===== config.mk =====
export PLATFORM = sky130hd
export DESIGN_NAME = ffha_ram
export DESIGN_NICKNAME = d
export VERILOG_FILES = /design/src/rtl/ffha_ram.sv
export SDC_FILE = /design/constraint.sdc
export NUM_CORES = 1
export LEC_CHECK = 0
export BUFFER_PORTS_ARGS = -buffer_cell sky130_fd_sc_hd__buf_2
export CORE_MARGIN = 10
export CORE_UTILIZATION = 55
export DETAILED_ROUTE_END_ITERATION = 16
export PLACE_DENSITY = 0.71
export SLEW_MARGIN = 20
export SYNTH_ARGS = -nofsm -noshare
export SYNTH_HDL_FRONTEND = slang
export SYNTH_SLANG_ARGS = --single-unit

===== constraint.sdc =====
create_clock -name i_clk -period 2 [get_ports i_clk]
set_input_delay 0.2 -clock i_clk [delete_from_list [all_inputs] [get_ports i_clk]]
set_output_delay 0.2 -clock i_clk [all_outputs]
set_load 0.01 [all_outputs]

===== src/rtl/ffha_ram.sv =====
// ffha_ram: generic simple dual-port ram, one write and one registered read
// no dependencies
`default_nettype none
module ffha_ram #(
    parameter int WIDTH = 8,
    parameter int DEPTH = 64
) (
    input  wire logic                     i_clk,
    input  wire logic                     i_we,
    input  wire logic [$clog2(DEPTH)-1:0] i_waddr,
    input  wire logic [WIDTH-1:0]         i_wdata,
    input  wire logic [$clog2(DEPTH)-1:0] i_raddr,
    output logic      [WIDTH-1:0]         o_rdata
);
    logic [WIDTH-1:0] r_mem [DEPTH];

    always_ff @(posedge i_clk) begin
        if (i_we) begin
            r_mem[i_waddr] <= i_wdata;
        end
        o_rdata <= r_mem[i_raddr];
    end
endmodule
`default_nettype wire


## Word level (Yosys, flattened, before mapping)

Memories as Yosys holds them, arrays and structs flattened. A register that Yosys moved wholly into a read port is not among the register bits.
Index checks and enable logic that the tools add are counted.

| word-level totals | value |
|---|---|
| memories kept | 1 |
| memory bits (writable) | 512 |
| register bits after elaboration | 0 |
| word-level logic and storage cells | 3 |
| input port bits | 22 |

Memories:

| memory | words | bits a word | rd ports | clocked after Yosys merged registers in | write ports | line | RTL |
|---|---|---|---|---|---|---|---|
| r_mem | 64 | 8 | 1 | 1 | 1 | 15 | `logic [WIDTH-1:0] r_mem [DEPTH];` |

| operators by class | value |
|---|---|
| muxes and demuxes | 2 |

Operators with widths:

| cell | count |
|---|---|
| $mux W1 | 2 |

## Longest topological paths before layout

| logic depth | value |
|---|---|
| word-level depth | 2 |
| gate-level depth with buffers | 9 |

## Worst setup path before layout

OpenSTA, ideal clock, no wires.

| path | value |
|---|---|
| kind | in2reg |
| start | input port i_raddr[1] |
| end | register o_rdata[3] (read register of r_mem) |
| stages on the path | 7 |
| arrival | 1740 ps |
| path slack | 132 ps |
| buffers on the path | 3 |
| cells stage by stage | buf_4 > buf_2 > buf_2 > mux4_2 > mux4_2 > o21ai_1 > o41ai_1 |

RTL lines:

| element | line | RTL |
|---|---|---|
| from (decl) | 12 | `input wire logic [$clog2(DEPTH)-1:0] i_raddr,` |
| to (decl) | 13 | `output logic [WIDTH-1:0] o_rdata` |

==> results.md <==
- Crit path capture type: flip-flop
- DP Wirelength: 29.6 mm
- Post-Synth Simple-Gate Area: 3.39%
- Internal Power: 0.0182 W
- Post-Syn Nets: 962
- First-pass GRT wire length: 67.9 mm
- Largest family of logic cells by synthesized area: multiplexers
- Cell Area, Synth: 0.0202 mm^2
- Hold Vio Cnt, Final: 0
- Synth Area in XOR/XNOR: 0%
- Sequential power share: 52.8%
- Area taken by multi-input logic gates: 0.00433 mm^2
- Comb power frac: 5.7%
- Status: finished clean
- Relative slew slack: 54.7%
- Yosys reg bits: 520
- Setup crit start: r_mem[0][5]
- RSZ-0062 raised after global routing: false
- Vias in the first global route: 10503
- Adder-cell share of the synthesized area: 0%
- ANT nets after route: 0
- Chip Width: 211 um
- Core area: 0.0364 mm^2
- Total Routing Usage GR: 20.8%
- DR iter-0 viols: 1109
- Post-synth EDFFs: 512
- Worst Max-Slew Pin Slew: 680 ps
- Compound-Gate Fraction of Synth Area: 2.07%
- Clk buf depth: 3
- IO Pins: 30
- P&R area growth vs syn: 17.9%
- Final setup violating endpoints: 0
- Htree depth: 2
- Worst Path Max Fanout: 1
- Top_reg_cell synth: edfxtp_1
- Synth unique cells: 40
- Cells after Synth: 940
- Leakage power: 7.82 nW
- Fin. max-slew vios: 0
- CTS Sinks: 520
- Hold Path Class: input pin to flip-flop
- Clk root buf: clkbuf_16
- WHS: 115 ps
- Port Buffers: 29
- Mux cell area share after synthesis: 15.9%
- Synthesized area per cell: 21.5 um^2
- Worst VDD drop: 0.000732 V
- Layout cells sized above 1: 34.6%
- Final Core Density: 65.3%
- Worst Path Required: 2460 ps
- Hold wc startpoint: i_wdata[7]
- Initial antenna violation count: 3
- Drt total wl: 45.3 mm
- Pwr dens: 963 mW/mm^2
- Seq/Total Area, Yosys: 77.0%
- Switching share of power: 20.5%
- Reg area: 0.0155 mm^2
- DIE AREA: 0.0447 mm^2
- 1st-pass router iterations: 5
- RD Place Congestion: 0.856
- Max Cap Viol: 0
- WL/cell: 27.6 um
- Layout fillers: 2373
- Fin crit period: 1960 ps
- Row Count: 70
- Crit Path Class: flip-flop to flip-flop
- YS warnings: 0
- Final Net Count: 1159
- Routed vias: 10212
- Starting Density: 55.4%
- DRC Markers: 0
- CTS buffer count: 50
- Die Ht: 211 um
- CTS tree: yes
- Async S/R FF share, synth: 0%
- Final Cycle Share: 98.2%
- Clk pwr share: 41.5%
- Grt ovf: 0
- Arrival @ worst endpoint: 2430 ps
- Register clock-pin slew on the reported worst setup and hold paths: 60 ps
- Fmax achieved: 509 MHz
- Startpoint types: flip-flop
- Clock skew: 24.9 ps
- Via/cell ratio: 6.21
- Switching Power: 0.00470 W
- Clock Latency Late Sink: 600 ps
- Largest net degree at the start of global routing: 65
- Reg-to-Reg Start: r_mem[0][5]
==> state kept, by name, summed over array words and instances, names as in the netlist <==
register  cells
o_rdata       8
r_mem       512
==> per-stage QoR <==
| step | instance area (um^2) | std cells | power, W | setup slack, ps | setup TNS [ps] |
|---|---|---|---|---|---|
| detailed placement | 22100 | 1551 | 0.0136 | -466 | -1850 |
| finish | 23800 | 1644 | 0.0229 | 36.9 | 0 |
| CTS | 23800 | 1643 | 0.0231 | 7.25 | 0 |
| global route | 23800 | 1644 | 0.0235 | 14.9 | 0 |
| global placement | 22100 | 1551 | 0.0136 | -493 | -1880 |
| floorplan | 20200 | 940 | 0.0130 | 132 | 0 |
==> repair_timing <==
action                                  4_1_cts  5_1_grt
endpoints found under the setup margin        3        1
gates resized for setup                       3        1
setup buffers                                 0        0
hold buffers                                  2        0
hold endpoints to repair                     13        0
==> worst paths after layout <==
kind	endpoint	slack, ps	depth (start not counted)
setup / recovery	o_rdata[5]	40	5
hold / removal	r_mem[32][7]	120	1
setup reg to reg	o_rdata[5]	40	5
hold reg to reg	o_rdata[6]	820	3
==> layer usage <==
layer / routed length (um) / global-route usage, % / vias up / part of all wire, %
met5: 25 / 0 / - / 0.055
met4: 1520 / 8.43 / 4 / 3.4
met3: 3540 / 3.50 / 91 / 7.8
met2: 22200 / 32.8 / 437 / 49
met1: 18100 / 28.5 / 5368 / 40
li1: - / - / 4312 / -
==> logic make-up after synthesis <==
| family | Yosys count |
|---|---|
| and+or+nand+nor | 153 |
| DFF | 520 |
| buffers and inverters | 51 |
| muxes | 162 |
| AOI/OAI and AO/OA | 54 |
==> power by group through the flow <==
| stage | sequential [W] | combinational, W | clock (W) |
|---|---|---|---|
| 2_1_floorplan | 0.0123 | 0.000643 | 0 |
| 3_3_place_gp | 0.0123 | 0.00126 | 0 |
| 3_5_place_dp | 0.0123 | 0.00128 | 0 |
| 4_1_cts | 0.0121 | 0.00130 | 0.00966 |
| 5_1_grt | 0.0121 | 0.00138 | 0.0100 |
| 6_report | 0.0121 | 0.00129 | 0.00951 |
==> cell type report <==
type,instances,share of cell area [%]
sequential,520,65.3
multi-input combinational,369,18.2
timing repair buffer,196,7.07
clock buffer,63,5.56
tap,468,2.46
clock inverter,27,1.34
antenna,1,0.0105
==> layout by cell type (no fill, tap or decap), types with 12 or more instances in the layout <==
cell	netlist	routed
nor2_1	83	83
edfxtp_1	512	512
mux4_2	126	126
nor2b_1	14	14
mux2_2	13	13
buf_12	2	21
clkbuf_1	17	12
nand2_1	19	19
mux2i_1	23	23
buf_2	11	26
nand3_1	13	13
buf_4	13	146
clkbuf_16	0	51
==> worst max-delay path, stage by stage, from the launching register on <==
cell,delay (ps)
edfxtp_1,380
mux4_2,460
nor2b_1,150
a2111oi_1,560
buf_4,200
o41ai_1,70
==> Yosys cell counts, types with 4 or more instances <==
library cell  number  area, um^2
a211oi_1           4        30.0
a221oi_1           6        52.6
buf_1              4        15.0
buf_2             11        55.1
buf_4             13        97.6
buf_6              4        45.0
clkbuf_1          17        63.8
dfxtp_1            8         160
edfxtp_1         512       15400
mux2_2            13         146
mux2i_1           23         230
mux4_2           126        2840
nand2_1           19        71.3
nand2b_1           7        43.8
nand3_1           13        65.1
nor2_1            83         312
nor2b_1           14        87.6
nor3_1             7        35.0
o221ai_1           8        70.1
o22ai_1            8        50.1
(Power assumes the default switching activity.)
